==> src/rtl/rbc_pkg.sv <==
// Shared types, constants and helper functions for the radix base converter.
package rbc_pkg;

	localparam int CHAR_W        = 8;
	localparam int BASE_W        = 6;
	localparam int STACK_DEPTH   = 32;
	localparam int STACK_AW      = $clog2(STACK_DEPTH);
	localparam int COUNT_W       = STACK_AW + 1;
	localparam int BITS_PER_STEP = 4;
	localparam int CFG_INDEX_W   = 2;

	localparam logic [CFG_INDEX_W-1:0] REG_IN_BASE  = CFG_INDEX_W'(0);
	localparam logic [CFG_INDEX_W-1:0] REG_OUT_BASE = CFG_INDEX_W'(1);

	localparam logic [BASE_W-1:0] BASE_MIN       = BASE_W'(2);
	localparam logic [BASE_W-1:0] BASE_MAX       = BASE_W'(36);
	localparam logic [BASE_W-1:0] IN_BASE_RESET  = BASE_W'(10);
	localparam logic [BASE_W-1:0] OUT_BASE_RESET = BASE_W'(2);

	localparam logic [CHAR_W-1:0] ASCII_ZERO   = CHAR_W'(48);
	localparam logic [CHAR_W-1:0] ASCII_NINE   = CHAR_W'(57);
	localparam logic [CHAR_W-1:0] ASCII_UPPER_A = CHAR_W'(65);
	localparam logic [CHAR_W-1:0] ASCII_UPPER_Z = CHAR_W'(90);
	localparam logic [CHAR_W-1:0] LETTER_OFFSET = CHAR_W'(55);
	localparam logic [CHAR_W-1:0] BAD_DIGIT    = CHAR_W'(255);
	localparam logic [BASE_W-1:0] FIRST_LETTER = BASE_W'(10);

	// controller -> datapath
	typedef struct packed {
		logic take_item;
		logic mac;
		logic div_load;
		logic div_restart;
		logic div_step;
		logic push;
		logic pop;
		logic load_digit;
		logic load_err;
		logic clear_run;
	} rbc_cmd_t;

	// datapath -> controller
	typedef struct packed {
		logic err;
		logic last_item;
		logic div_last;
		logic quot_zero;
		logic stack_full;
		logic count_zero;
		logic out_free;
	} rbc_status_t;

	function automatic logic [BASE_W-1:0] clamp_base(input logic [BASE_W-1:0] b);
		logic [BASE_W-1:0] r;
		if (b < BASE_MIN) begin
			r = BASE_MIN;
		end else if (b > BASE_MAX) begin
			r = BASE_MAX;
		end else begin
			r = b;
		end
		return r;
	endfunction

	// digit value, or BAD_DIGIT for anything that is not '0'-'9' / 'A'-'Z'
	function automatic logic [CHAR_W-1:0] decode_char(input logic [CHAR_W-1:0] c);
		logic [CHAR_W-1:0] r;
		if (c >= ASCII_ZERO && c <= ASCII_NINE) begin
			r = c - ASCII_ZERO;
		end else if (c >= ASCII_UPPER_A && c <= ASCII_UPPER_Z) begin
			r = c - LETTER_OFFSET;
		end else begin
			r = BAD_DIGIT;
		end
		return r;
	endfunction

	function automatic logic [CHAR_W-1:0] encode_digit(input logic [BASE_W-1:0] d);
		logic [CHAR_W-1:0] r;
		if (d >= FIRST_LETTER) begin
			r = CHAR_W'(d) + LETTER_OFFSET;
		end else begin
			r = CHAR_W'(d) + ASCII_ZERO;
		end
		return r;
	endfunction

endpackage

==> src/rtl/radix_base_converter_top.sv <==
// Top level of the radix base converter: controller, datapath and checks.
// Radix base converter. Digit characters ('0'-'9', 'A'-'Z') enter one beat at
// a time, most significant first, in the radix held in in_base; the beat with
// last_char set closes the number. The block then emits the value in the
// radix held in out_base as ASCII digits, most significant first, one output
// beat per digit, with last_digit on the final one. A character that is not a
// digit of in_base, or a value that does not fit in VALUE_WIDTH bits, turns
// the whole run into one beat with error=1, digit_code=0 and last_digit=1; a
// run that would need more than 32 output digits ends the same way. Base
// registers are clamped to 2..36 when used, and may only be written while the
// block is idle (cfg_ready is always high). Each input beat is captured, then
// goes through one multiply-accumulate. After the last character, the divider
// works out each output digit in turn, retiring 4 quotient bits per cycle, and
// pushes it onto the digit stack; each digit is then popped from the digit
// stack RAM (registered read) into the output register, a pop waiting while
// the output register holds a stalled beat. The input side reopens once the
// final result is in the output register, so the next number can start while
// that beat still waits to be taken.
module radix_base_converter_top #(
	parameter int VALUE_WIDTH = 32
) (
	input  logic                            clk,
	input  logic                            arst_n,
	// input digit characters
	input  logic                            in_valid,
	output logic                            in_stall,
	input  logic [rbc_pkg::CHAR_W-1:0]      char_code,
	input  logic                            last_char,
	// output digit characters
	output logic                            out_valid,
	input  logic                            out_stall,
	output logic [rbc_pkg::CHAR_W-1:0]      digit_code,
	output logic                            last_digit,
	output logic                            error,
	// register writes
	input  logic                            cfg_valid,
	output logic                            cfg_ready,
	input  logic [rbc_pkg::CFG_INDEX_W-1:0] cfg_index,
	input  logic [rbc_pkg::BASE_W-1:0]      cfg_data
);

	rbc_pkg::rbc_cmd_t    cmd;
	rbc_pkg::rbc_status_t st;

	// writes are only legal while idle, so no back-pressure is needed
	assign cfg_ready = 1'b1;

	rbc_ctrl u_ctrl (
		.clk      (clk),
		.arst_n   (arst_n),
		.in_valid (in_valid),
		.in_stall (in_stall),
		.st       (st),
		.cmd      (cmd)
	);

	rbc_datapath #(
		.VALUE_WIDTH (VALUE_WIDTH)
	) u_dp (
		.clk        (clk),
		.arst_n     (arst_n),
		.cmd        (cmd),
		.st         (st),
		.cfg_we     (cfg_valid && cfg_ready),
		.cfg_index  (cfg_index),
		.cfg_data   (cfg_data),
		.char_code  (char_code),
		.last_char  (last_char),
		.out_valid  (out_valid),
		.out_stall  (out_stall),
		.digit_code (digit_code),
		.last_digit (last_digit),
		.error      (error)
	);

	// the divider never runs on a full digit stack
	a_no_div_when_full: assert property (@(posedge clk) disable iff (!arst_n)
		cmd.div_step |-> !st.stack_full)
		else $error("divider stepping with a full digit stack");

	// a digit is only moved into an empty output register
	a_load_into_empty: assert property (@(posedge clk) disable iff (!arst_n)
		cmd.load_digit |-> !out_valid)
		else $error("output register overwritten");

	// pops never underflow the stack
	a_pop_nonempty: assert property (@(posedge clk) disable iff (!arst_n)
		cmd.pop |-> !st.count_zero)
		else $error("pop from an empty digit stack");

	// an accepted character always keeps the input closed for the next cycle
	a_busy_after_accept: assert property (@(posedge clk) disable iff (!arst_n)
		(in_valid && !in_stall) |=> in_stall)
		else $error("input reopened before accumulate step");

endmodule

==> src/rtl/rbc_ram.sv <==
// Generic single-write, single-read RAM with registered read data.
module rbc_ram #(
	parameter int WIDTH = 8,
	parameter int DEPTH = 32
) (
	input  logic                     clk,
	input  logic                     we,
	input  logic [$clog2(DEPTH)-1:0] waddr,
	input  logic [WIDTH-1:0]         wdata,
	input  logic [$clog2(DEPTH)-1:0] raddr,
	output logic [WIDTH-1:0]         rdata
);

	logic [WIDTH-1:0] mem [DEPTH];

	always_ff @(posedge clk) begin
		if (we) begin
			mem[waddr] <= wdata;
		end
		rdata <= mem[raddr];
	end

endmodule

==> src/rtl/rbc_datapath.sv <==
// Datapath: base registers, accumulator, digit divider, digit stack and output register.
module rbc_datapath #(
	parameter int VALUE_WIDTH = 32
) (
	input  logic                                clk,
	input  logic                                arst_n,
	input  rbc_pkg::rbc_cmd_t                   cmd,
	output rbc_pkg::rbc_status_t                st,
	input  logic                                cfg_we,
	input  logic [rbc_pkg::CFG_INDEX_W-1:0]     cfg_index,
	input  logic [rbc_pkg::BASE_W-1:0]          cfg_data,
	input  logic [rbc_pkg::CHAR_W-1:0]          char_code,
	input  logic                                last_char,
	output logic                                out_valid,
	input  logic                                out_stall,
	output logic [rbc_pkg::CHAR_W-1:0]          digit_code,
	output logic                                last_digit,
	output logic                                error
);

	localparam int BW    = rbc_pkg::BASE_W;
	localparam int BPS   = rbc_pkg::BITS_PER_STEP;
	localparam int STEPS = (VALUE_WIDTH + BPS - 1) / BPS;
	localparam int PW    = STEPS * BPS;
	localparam int SCW   = (STEPS > 1) ? $clog2(STEPS) : 1;
	localparam int MW    = VALUE_WIDTH + BW;

	logic [BW-1:0]                   in_base_q, out_base_q;
	logic [BW-1:0]                   ib, ob;
	logic [rbc_pkg::CHAR_W-1:0]      char_q;
	logic                            last_q;
	logic [VALUE_WIDTH-1:0]          acc_q;
	logic                            err_q;
	logic [PW-1:0]                   div_q;
	logic [BW-1:0]                   rem_q;
	logic [SCW-1:0]                  step_q;
	logic [rbc_pkg::COUNT_W-1:0]     count_q;
	logic                            out_valid_q;
	logic [rbc_pkg::CHAR_W-1:0]      digit_q;
	logic                            last_digit_q;
	logic                            error_q;

	logic [rbc_pkg::CHAR_W-1:0]      dval;
	logic [MW-1:0]                   prod;
	logic                            ovf;
	logic [PW-1:0]                   div_nxt;
	logic [BW-1:0]                   rem_nxt;
	logic [BW-1:0]                   rd_digit;
	logic [rbc_pkg::COUNT_W-1:0]     count_dec;

	assign ib = rbc_pkg::clamp_base(in_base_q);
	assign ob = rbc_pkg::clamp_base(out_base_q);

	// multiply-accumulate; anything above VALUE_WIDTH is an overflow
	assign dval = rbc_pkg::decode_char(char_q);
	assign prod = MW'(acc_q) * MW'(ib) + MW'(dval);
	assign ovf  = |prod[MW-1:VALUE_WIDTH];

	// long division by ob, BPS quotient bits per cycle
	always_comb begin
		logic [BW:0]     t;
		logic [BW-1:0]   r;
		logic [BPS-1:0]  qb;
		logic [BPS-1:0]  top;
		top = div_q[PW-1 -: BPS];
		r   = rem_q;
		qb  = '0;
		for (int i = BPS - 1; i >= 0; i--) begin
			t = {r, top[i]};
			if (t >= {1'b0, ob}) begin
				t     = t - {1'b0, ob};
				qb[i] = 1'b1;
			end
			r = t[BW-1:0];
		end
		rem_nxt = r;
		if (PW > BPS) begin
			div_nxt = {div_q[PW-BPS-1:0], qb};
		end else begin
			div_nxt = PW'(qb);
		end
	end

	assign count_dec = count_q - rbc_pkg::COUNT_W'(1);

	rbc_ram #(
		.WIDTH (BW),
		.DEPTH (rbc_pkg::STACK_DEPTH)
	) u_stack (
		.clk   (clk),
		.we    (cmd.push),
		.waddr (count_q[rbc_pkg::STACK_AW-1:0]),
		.wdata (rem_nxt),
		.raddr (count_dec[rbc_pkg::STACK_AW-1:0]),
		.rdata (rd_digit)
	);

	always_ff @(posedge clk or negedge arst_n) begin
		if (!arst_n) begin
			in_base_q   <= rbc_pkg::IN_BASE_RESET;
			out_base_q  <= rbc_pkg::OUT_BASE_RESET;
			acc_q       <= '0;
			err_q       <= 1'b0;
			count_q     <= '0;
			out_valid_q <= 1'b0;
		end else begin
			if (cfg_we && cfg_index == rbc_pkg::REG_IN_BASE) begin
				in_base_q <= cfg_data;
			end
			if (cfg_we && cfg_index == rbc_pkg::REG_OUT_BASE) begin
				out_base_q <= cfg_data;
			end
			if (cmd.mac && !err_q) begin
				if (dval >= rbc_pkg::CHAR_W'(ib) || ovf) begin
					err_q <= 1'b1;
				end else begin
					acc_q <= prod[VALUE_WIDTH-1:0];
				end
			end
			if (cmd.push) begin
				count_q <= count_q + rbc_pkg::COUNT_W'(1);
			end
			if (cmd.pop) begin
				count_q <= count_dec;
			end
			if (cmd.clear_run) begin
				acc_q   <= '0;
				err_q   <= 1'b0;
				count_q <= '0;
			end
			if (cmd.load_digit || cmd.load_err) begin
				out_valid_q <= 1'b1;
			end else if (out_valid_q && !out_stall) begin
				out_valid_q <= 1'b0;
			end
		end
	end

	always_ff @(posedge clk) begin
		if (cmd.take_item) begin
			char_q <= char_code;
			last_q <= last_char;
		end
		if (cmd.div_load) begin
			div_q  <= PW'(acc_q);
			rem_q  <= '0;
			step_q <= '0;
		end else if (cmd.div_restart) begin
			rem_q  <= '0;
			step_q <= '0;
		end else if (cmd.div_step) begin
			div_q  <= div_nxt;
			rem_q  <= rem_nxt;
			step_q <= step_q + SCW'(1);
		end
		if (cmd.load_digit) begin
			digit_q      <= rbc_pkg::encode_digit(rd_digit);
			last_digit_q <= (count_q == '0);
			error_q      <= 1'b0;
		end else if (cmd.load_err) begin
			digit_q      <= '0;
			last_digit_q <= 1'b1;
			error_q      <= 1'b1;
		end
	end

	assign st.err        = err_q;
	assign st.last_item  = last_q;
	assign st.div_last   = (step_q == SCW'(STEPS - 1));
	assign st.quot_zero  = (div_q == '0);
	assign st.stack_full = (count_q == rbc_pkg::COUNT_W'(rbc_pkg::STACK_DEPTH));
	assign st.count_zero = (count_q == '0);
	assign st.out_free   = !out_valid_q || !out_stall;

	assign out_valid  = out_valid_q;
	assign digit_code = digit_q;
	assign last_digit = last_digit_q;
	assign error      = error_q;

endmodule

==> src/rtl/rbc_ctrl.sv <==
// Controller: sequences accumulate, divide, push and pop steps of one run.
module rbc_ctrl (
	input  logic                 clk,
	input  logic                 arst_n,
	input  logic                 in_valid,
	output logic                 in_stall,
	input  rbc_pkg::rbc_status_t st,
	output rbc_pkg::rbc_cmd_t    cmd
);

	typedef enum logic [2:0] {
		S_IDLE,
		S_ACC,
		S_CHK,
		S_DIV,
		S_NEXT,
		S_ERR,
		S_POP,
		S_LOAD
	} state_t;

	state_t state_q, state_d;

	assign in_stall = (state_q != S_IDLE);

	always_comb begin
		cmd     = '0;
		state_d = state_q;
		case (state_q)
			S_IDLE: begin
				if (in_valid) begin
					cmd.take_item = 1'b1;
					state_d       = S_ACC;
				end
			end
			S_ACC: begin
				cmd.mac = 1'b1;
				state_d = st.last_item ? S_CHK : S_IDLE;
			end
			S_CHK: begin
				if (st.err) begin
					state_d = S_ERR;
				end else begin
					cmd.div_load = 1'b1;
					state_d      = S_DIV;
				end
			end
			S_DIV: begin
				cmd.div_step = 1'b1;
				if (st.div_last) begin
					cmd.push = 1'b1;
					state_d  = S_NEXT;
				end
			end
			S_NEXT: begin
				if (st.quot_zero) begin
					state_d = S_POP;
				end else if (st.stack_full) begin
					state_d = S_ERR;
				end else begin
					cmd.div_restart = 1'b1;
					state_d         = S_DIV;
				end
			end
			S_ERR: begin
				if (st.out_free) begin
					cmd.load_err  = 1'b1;
					cmd.clear_run = 1'b1;
					state_d       = S_IDLE;
				end
			end
			S_POP: begin
				if (st.out_free) begin
					cmd.pop = 1'b1;
					state_d = S_LOAD;
				end
			end
			S_LOAD: begin
				cmd.load_digit = 1'b1;
				if (st.count_zero) begin
					cmd.clear_run = 1'b1;
					state_d       = S_IDLE;
				end else begin
					state_d = S_POP;
				end
			end
			default: begin
				state_d = S_IDLE;
			end
		endcase
	end

	always_ff @(posedge clk or negedge arst_n) begin
		if (!arst_n) begin
			state_q <= S_IDLE;
		end else begin
			state_q <= state_d;
		end
	end

endmodule
==> config.mk <==
export PLATFORM = sky130hd
export DESIGN_NAME = radix_base_converter_top
export DESIGN_NICKNAME = d
export VERILOG_FILES = /design/src/rtl/rbc_pkg.sv /design/src/rtl/radix_base_converter_top.sv /design/src/rtl/rbc_ram.sv /design/src/rtl/rbc_datapath.sv /design/src/rtl/rbc_ctrl.sv
export SDC_FILE = /design/constraint.sdc
export NUM_CORES = 1
export LEC_CHECK = 0
export ABC_AREA = 1
export BUFFER_PORTS_ARGS = -buffer_cell sky130_fd_sc_hd__buf_2
export CAP_MARGIN = 10
export CORE_ASPECT_RATIO = 1.4
export CORE_UTILIZATION = 41
export CTS_BUF_LIST = sky130_fd_sc_hd__clkbuf_2
export DETAILED_ROUTE_END_ITERATION = 12
export GPL_ROUTABILITY_DRIVEN = 0
export PLACE_DENSITY = 0.54
export SETUP_SLACK_MARGIN = 0.02
export SLEW_MARGIN = 20
export SYNTH_ARGS = -nofsm -noshare
export SYNTH_HDL_FRONTEND = slang
export SYNTH_SLANG_ARGS = --single-unit
==> constraint.sdc <==
create_clock -name clk -period 10.5 [get_ports clk]
set_input_delay 1.05 -clock clk [delete_from_list [all_inputs] [get_ports clk]]
set_output_delay 1.05 -clock clk [all_outputs]
set_load 0.1 [all_outputs]
Word level (Yosys, flattened, before mapping)
Memory sizes are Yosys's and may differ from the RTL's. A register that Yosys moved wholly into a read port is not among the register bits.
Cells that the tools add are included.
{"block": "word_totals", "out_inout_bits": 13, "register_bits": 115, "word_cells": 150, "ramBits": 192, "memories": 1}
{"block": "classes", "n_addsub": 12, "mul": 1, "n_mux": 62, "n_reduce_logical": 29, "order_cmp": 14, "eq_ne": 16}
{"memory": "u_dp.u_stack.mem", "depth": 32, "width": 6, "read_ports": 1, "rd_clocked_by_memory_dff": 1, "wr": 1, "line_no": "rbc_ram.sv:14", "text": "logic [WIDTH-1:0] mem [DEPTH];"}
{"cell": "$mux W32", "count": 6}
{"cell": "$mux W6", "count": 11}
{"cell": "$mux W8", "count": 5}
{"cell": "$add A38 B8 Y38", "count": 1}
{"cell": "$mul A32 B6 Y38", "count": 1}
{"cell": "$logic_not A32 Y1", "count": 1}
{"cell": "$ge A7 B6 Y1", "count": 4}
{"cell": "$mux W1", "count": 27}
{"cell": "$mux W3", "count": 8}
{"cell": "$pmux W3 S8", "count": 1}
{"cell": "$sub A6 B6 Y6", "count": 4}
{"cell": "$sub A8 B6 Y8 const B", "count": 2}
{"cell": "$eq A3 B3 Y1 const B", "count": 5}
{"cell": "$add A6 B6 Y7 const B", "count": 2}
{"cell": "$gt A6 B6 Y1 const B", "count": 2}
{"cell": "$lt A6 B2 Y1 const B", "count": 2}
{"cell": "$ne A2 B2 Y1 const B", "count": 5}
{"cell": "$reduce_bool A2 Y1", "count": 5}
{"cell": "$ge A8 B6 Y1", "count": 1}
{"cell": "$ge A8 B6 Y1 const B", "count": 1}
{"cell": "$ge A8 B7 Y1 const B", "count": 1}
{"cell": "$le A8 B6 Y1 const B", "count": 1}
{"cell": "$le A8 B7 Y1 const B", "count": 1}
{"cell": "$add A6 B1 Y6 const B", "count": 1}
{"cell": "other kinds (21)", "count": 36}

Longest topological paths before layout
{"block": "logic_depth", "ltp_word": 14, "mapped_depth": 50, "ltp_nobuf": 50}

By module
From an unflattened synthesis, not the netlist that was laid out.
{"block": "unflattened", "cells_unflattened": 2795, "hier_area_um2": 23193.5}
{"module": "rbc_datapath", "seq_area_each_um2": 2976.6, "instances": 1, "area_each_um2": 14717.9, "cells_per_inst": 2018}
{"module": "rbc_ram", "seq_area_each_um2": 5885.6, "instances": 1, "area_each_um2": 8077.7, "cells_per_inst": 704}
{"module": "rbc_ctrl", "seq_area_each_um2": 75.1, "instances": 1, "area_each_um2": 386.6, "cells_per_inst": 71}
{"module": "radix_base_converter_top", "seq_area_each_um2": 0.0, "instances": 1, "area_each_um2": 11.3, "cells_per_inst": 2}

Least setup slack after synthesis
No wires, ideal clock.
{"block": "synth_timing", "path_kind": "reg-to-reg", "startpoint": "register u_dp.out_base_q[4]", "endpoint": "memory u_dp.u_stack.mem[0][2] in the netlist's numbering, data pin", "synth_period_minus_slack_ns": 6.620, "slack_ns": 3.880, "arrival_time_ns": 6.227, "required_time_ns": 10.108, "path_stages_with_launch": 44, "n_path_buf": 0, "path_cell_list": "dfrtp_1 -> o21ai_0 -> nand2_1 -> o21ai_0 -> inv_1 -> ha_1 -> nand3_1 -> nand3_2 -> nand2_2 -> nand2_4 -> nand2_1 -> nand2_1 -> ha_1 -> nand2_1 -> inv_1 -> nand3b_1 -> nand3_1 -> a21oi_1 -> [8 not listed] -> nand3_1 -> inv_1 -> nand3_4 -> nand2_1 -> nand2_1 -> ha_1 -> inv_1 -> nor2_1 -> o21ai_0 -> nand2_1 -> nand2_1 -> nand2_1 -> a21oi_1 -> o21ai_0 -> inv_1 -> nand3_2 -> nand2_1 -> nand2_1"}
{"block": "synth_via", "elab_chain_len": 11, "elab_cells_between_ends": 16, "cone_classes": "add/sub (4); order compare (6); mux (6)"}
{"item": "start, declared", "line_no": "rbc_datapath.sv:28", "text": "logic [BW-1:0] in_base_q, out_base_q;"}
{"item": "start signal, assigned", "line_no": "rbc_datapath.sv:101", "text": "out_base_q <= rbc_pkg::OUT_BASE_RESET;"}
{"item": "start signal, assigned", "line_no": "rbc_datapath.sv:111", "text": "out_base_q <= cfg_data;"}
{"item": "$gt A6 B6 Y1", "line_no": "rbc_pkg.sv:57", "text": "end else if (b > BASE_MAX) begin"}
{"item": "$mux W6", "line_no": "rbc_pkg.sv:57"}
{"item": "$mux W6 (*)", "line_no": "rbc_pkg.sv:55", "text": "if (b < BASE_MIN) begin"}
{"item": "$sub A6 B6 Y6 / $ge A7 B6 Y1 (equally long branches)", "line_no": "rbc_datapath.sv:71, rbc_datapath.sv:70"}
{"item": "$mux W6", "line_no": "rbc_datapath.sv:70", "text": "if (t >= {1'b0, ob}) begin"}
{"item": "$sub A6 B6 Y6 / $ge A7 B6 Y1 (equally long branches)", "line_no": "rbc_datapath.sv:71, rbc_datapath.sv:70"}
{"item": "$mux W6", "line_no": "rbc_datapath.sv:70"}
{"item": "$ge A7 B6 Y1 / $sub A6 B6 Y6 (equally long branches)", "line_no": "rbc_datapath.sv:70, rbc_datapath.sv:71"}
{"item": "$mux W6", "line_no": "rbc_datapath.sv:70"}
{"item": "$sub A6 B6 Y6 / $ge A7 B6 Y1 (equally long branches)", "line_no": "rbc_datapath.sv:71, rbc_datapath.sv:70"}
{"item": "$mux W6 (*)", "line_no": "rbc_datapath.sv:70"}
{"item": "via u_dp.rem_nxt[2]", "line_no": "rbc_datapath.sv:47", "text": "logic [BW-1:0] rem_nxt;"}
{"item": "end, declared", "line_no": "rbc_ram.sv:14"}
Mark *: on every way through the listed nets, which the timed path passes. The rest lies on a longest branch.

Worst setup path in the final report
{"block": "layout_timing", "startpoint": "register u_dp.out_base_q[4]", "endpoint": "memory u_dp.u_stack.mem[22][0] in the netlist's numbering, data pin"}
{"block": "layout_via", "elab_chain_len": 11, "elab_cells_between_ends": 16, "cone_classes": "add/sub (4); order compare (6); mux (6)"}
{"item": "$gt A6 B6 Y1", "line_no": "rbc_pkg.sv:57"}
{"item": "$mux W6", "line_no": "rbc_pkg.sv:57"}
{"item": "$mux W6 (*)", "line_no": "rbc_pkg.sv:55"}
{"item": "$sub A6 B6 Y6 / $ge A7 B6 Y1 (equally long branches)", "line_no": "rbc_datapath.sv:71, rbc_datapath.sv:70"}
{"item": "$mux W6", "line_no": "rbc_datapath.sv:70"}
{"item": "$sub A6 B6 Y6 / $ge A7 B6 Y1 (equally long branches)", "line_no": "rbc_datapath.sv:71, rbc_datapath.sv:70"}
{"item": "$mux W6", "line_no": "rbc_datapath.sv:70"}
{"item": "$sub A6 B6 Y6 / $ge A7 B6 Y1 (equally long branches)", "line_no": "rbc_datapath.sv:71, rbc_datapath.sv:70"}
{"item": "$mux W6", "line_no": "rbc_datapath.sv:70"}
{"item": "$ge A7 B6 Y1", "line_no": "rbc_datapath.sv:70"}
{"item": "$mux W6 (*)", "line_no": "rbc_datapath.sv:70"}
{"item": "via u_dp.rem_nxt[0]", "line_no": "rbc_datapath.sv:47"}
Marked as above.

==> qor.txt <==
Die ar. - 55800 um2
Die X - 200 um
CP Max Fanout - 32
Worst skew pair latency - 1090 ps
Total CTS buffers - 83
IO Count - 35
GRT Total Usage - 23.4%
CP required - 10950 ps
Worst r2r src - u_dp.out_base_q[4]
Clock transition at the registers of the reported paths - 100 ps
Reg-to-reg slack, setup - 2100 ps
Fin crit period - 8400 ps
Endpoints failing hold - 0
Highest Clock Rate - 119 MHz
Cell mode on critical path - nand2_1
CORE AREA - 54200 um2
Synth top area share - 32.2%
Worst Hold Launch - char_code[7]
Setup Total Neg Slack - 0 ps
Worst r2r dst - u_dp.u_stack.mem[22][0]
Final slew viol count - 0
Crit Path Class - reg -> reg
Yosys cell types - 62
Sequential fraction of the synthesis area - 39.7%
Via Count - 17.7k
Post-synth ARST share - 17.6%
Clock Path Buffers - 3
Post-route ant nets - 0
Max incr delay on CP - 660 ps
Largest net degree at the start of global routing - 82
Critical path's slowest cell - nand2_1
Status - complete, no violations
Worst Skew - 124 ps
Routed WL - 63.3 mm
Crit path from - u_dp.out_base_q[4]
Max-Cap Viols - 0
WL/cell - 18.6 um
Syn Area/Cell - 8.77 um2
Post-Layout Inst Area - 24200 um2
Row Count - 101
Mapped Area - 22500 um2
Final nets - 2895
DR pass1 iterations - 7
Worst reg-to-reg path cell count - 43
Overflow after GRT - 0
DRC viols - 0
# setup viols final - 0
CTS tree - built
Cell Area, Placed - 23300 um2
Die Height - 279 um
Sequential cell area - 8940 um2
Max_slew headroom - 23.3%
Buffers added on ports - 32
RSZ-0062 raised after global routing - no
Multi-input gate area - 11600 um2
Largest area contributor in the netlist - edfxtp_1
Number of DRC violations after detailed-routing iteration 0 - 951
Period utilisation layout - 80.0%
Clk sinks - 312
CP Capture Type - register
Via/cell ratio - 5.19
Worst setup margin - 2100 ps
CTS resizes - 0
CP startpoint kind - register
CTS HTree Levels - 3
Worst Path Arrival - 8850 ps
Most common cell after layout, fill and taps aside - nand2_1
Hold Path Sink - u_dp.char_q[7]
Layout Area Growth over Synthesis - 7.52%
Synth area leaders - edfxtp_1 32%, fa_1 12%, nand2_1 9.7%
Post-synth EDFFs - 241
Post-synthesis cell count - 2564
Worst slew pin tran - 1150 ps
First-pass GRT wire length - 99.4 mm
FILL cells - 5441
Vias in the first global route - 18.4k
Pre-CTS setup slack - 2220 ps
Seq cells post-synth - 312
CTS Root Cell - clkbuf_2
Layout cells sized above 1 - 10.3%
Starting Density - 41.5%
Ys flop type - edfxtp_1
Yosys warnings - 0
Hpwl dp - 46.6 mm
Hold path depth - 1
Post-CTS Setup Inserts - 0
Syn Nets - 2844
Most frequent cells in the layout - 576 x nand2_1, 388 x inv_1, 299 x nor2_1
Initial antenna violation count - 2
Type of the most critical hold path - in -> reg
-- layer usage --
metal	vias to the layer above	wire length, um	share of wire, %	track usage [%]
met5	-	0	0	0
met4	0	3000	4.7	13.1
met3	145	2610	4.1	3.26
met2	474	33300	53	42.3
met1	8538	24400	39	26.2
li1	8529	-	-	-
-- through the flow --
| step | std cells | hold slack (ps) | util [%] |
|---|---|---|---|
| 5_1_grt | 3407 | 64.9 | 44.6 |
| 2_1_floorplan | 2564 | 445 | - |
| 4_1_cts | 3405 | 20.4 | 44.6 |
| 6_report | 3407 | 165 | 44.6 |
| 3_5_place_dp | 3243 | 460 | 42.9 |
| 3_3_place_gp | 3243 | 452 | 42.9 |
-- cells in the mapped netlist (all sizes together) (6+ instances only) --
| cell type | n |
|---|---|
| o21ai | 125 |
| or2 | 6 |
| xnor2 | 17 |
| nand3b | 7 |
| mux2i | 19 |
| clkbuf | 55 |
| ha | 128 |
| a31oi | 13 |
| nor4 | 11 |
| edfxtp | 241 |
| nor3 | 18 |
| o221ai | 20 |
| nand4 | 48 |
| xor2 | 30 |
| buf | 37 |
| inv | 400 |
| a21oi | 69 |
| nand3 | 118 |
| nor2 | 316 |
| nand2 | 590 |
| fa | 130 |
| o32ai | 29 |
| dfxtp | 16 |
| o21bai | 12 |
| dfrtp | 52 |
| mux2 | 13 |
| o211ai | 20 |
-- worst max-delay path, delay by kind of cell (launching register included) --
family,cells,cell delay (ps)
DFF,1,430
buffers and inverters,5,720
and+or+nand+nor,27,3400
AOI/OAI and AO/OA,7,1730
adders and majority gates,4,1470
-- cells by family (layout without fill, tap and decap cells) --
group,after synthesis,count (layout),synth area share (%)
adders and majority gates,258,258,18.7
DFF,312,312,39.7
AOI/OAI and AO/OA,299,299,8.18
other,2,4,0.0334
and+or+nand+nor,1119,1119,21.4
muxes,32,32,1.50
xor gates and xnor gates,47,47,1.86
buffers and inverters,495,615,8.58
-- registers in the layout, summed over array words and instances, names as in the netlist --
register,flops
u_dp.error,1
u_dp.step_q,3
u_ctrl.state_q,3
u_dp.last_digit,1
u_dp.last_q,1
u_dp.digit_code,7
u_dp.out_base_q,6
u_dp.div_q,32
u_dp.err_q,1
u_dp.out_valid,1
u_dp.count_q,6
u_dp.in_base_q,6
u_dp.u_stack.rdata,6
u_dp.rem_q,6
u_dp.acc_q,32
u_dp.u_stack.mem,192
u_dp.char_q,8
-- layout make-up --
cell class              count  share of cell area [%]
diodes                      2                  0.0207
clock buffers             130                    2.69
clock inverters            24                   0.647
inverters                 403                    6.26
multi-input cells        1757                    48.1
flip-flops and latches    312                    37.0
well taps                 721                    3.73
repair buffers             58                    1.55
-- timing repair --
item / CTS / global route
endpoints found under the hold margin: 10 / 0
endpoints found under the setup margin: 0 / 0
hold buffers: 8 / 0
-- worst max path at each step --
stage / end / slack, ps / cells after the start
global placement: u_dp.u_stack.mem[10][3] / 2610 / 43
CTS: u_dp.u_stack.mem[0][3] / 2010 / 43
finish: u_dp.u_stack.mem[22][0] / 2100 / 43
global route: u_dp.u_stack.mem[25][0] / 1450 / 44
detailed placement: u_dp.u_stack.mem[9][3] / 2220 / 43
floorplan: u_dp.u_stack.mem[0][2] / 3880 / 43
Power is not shown: default switching activity piles up to over one toggle a cycle in this logic, so the estimate is an artifact.
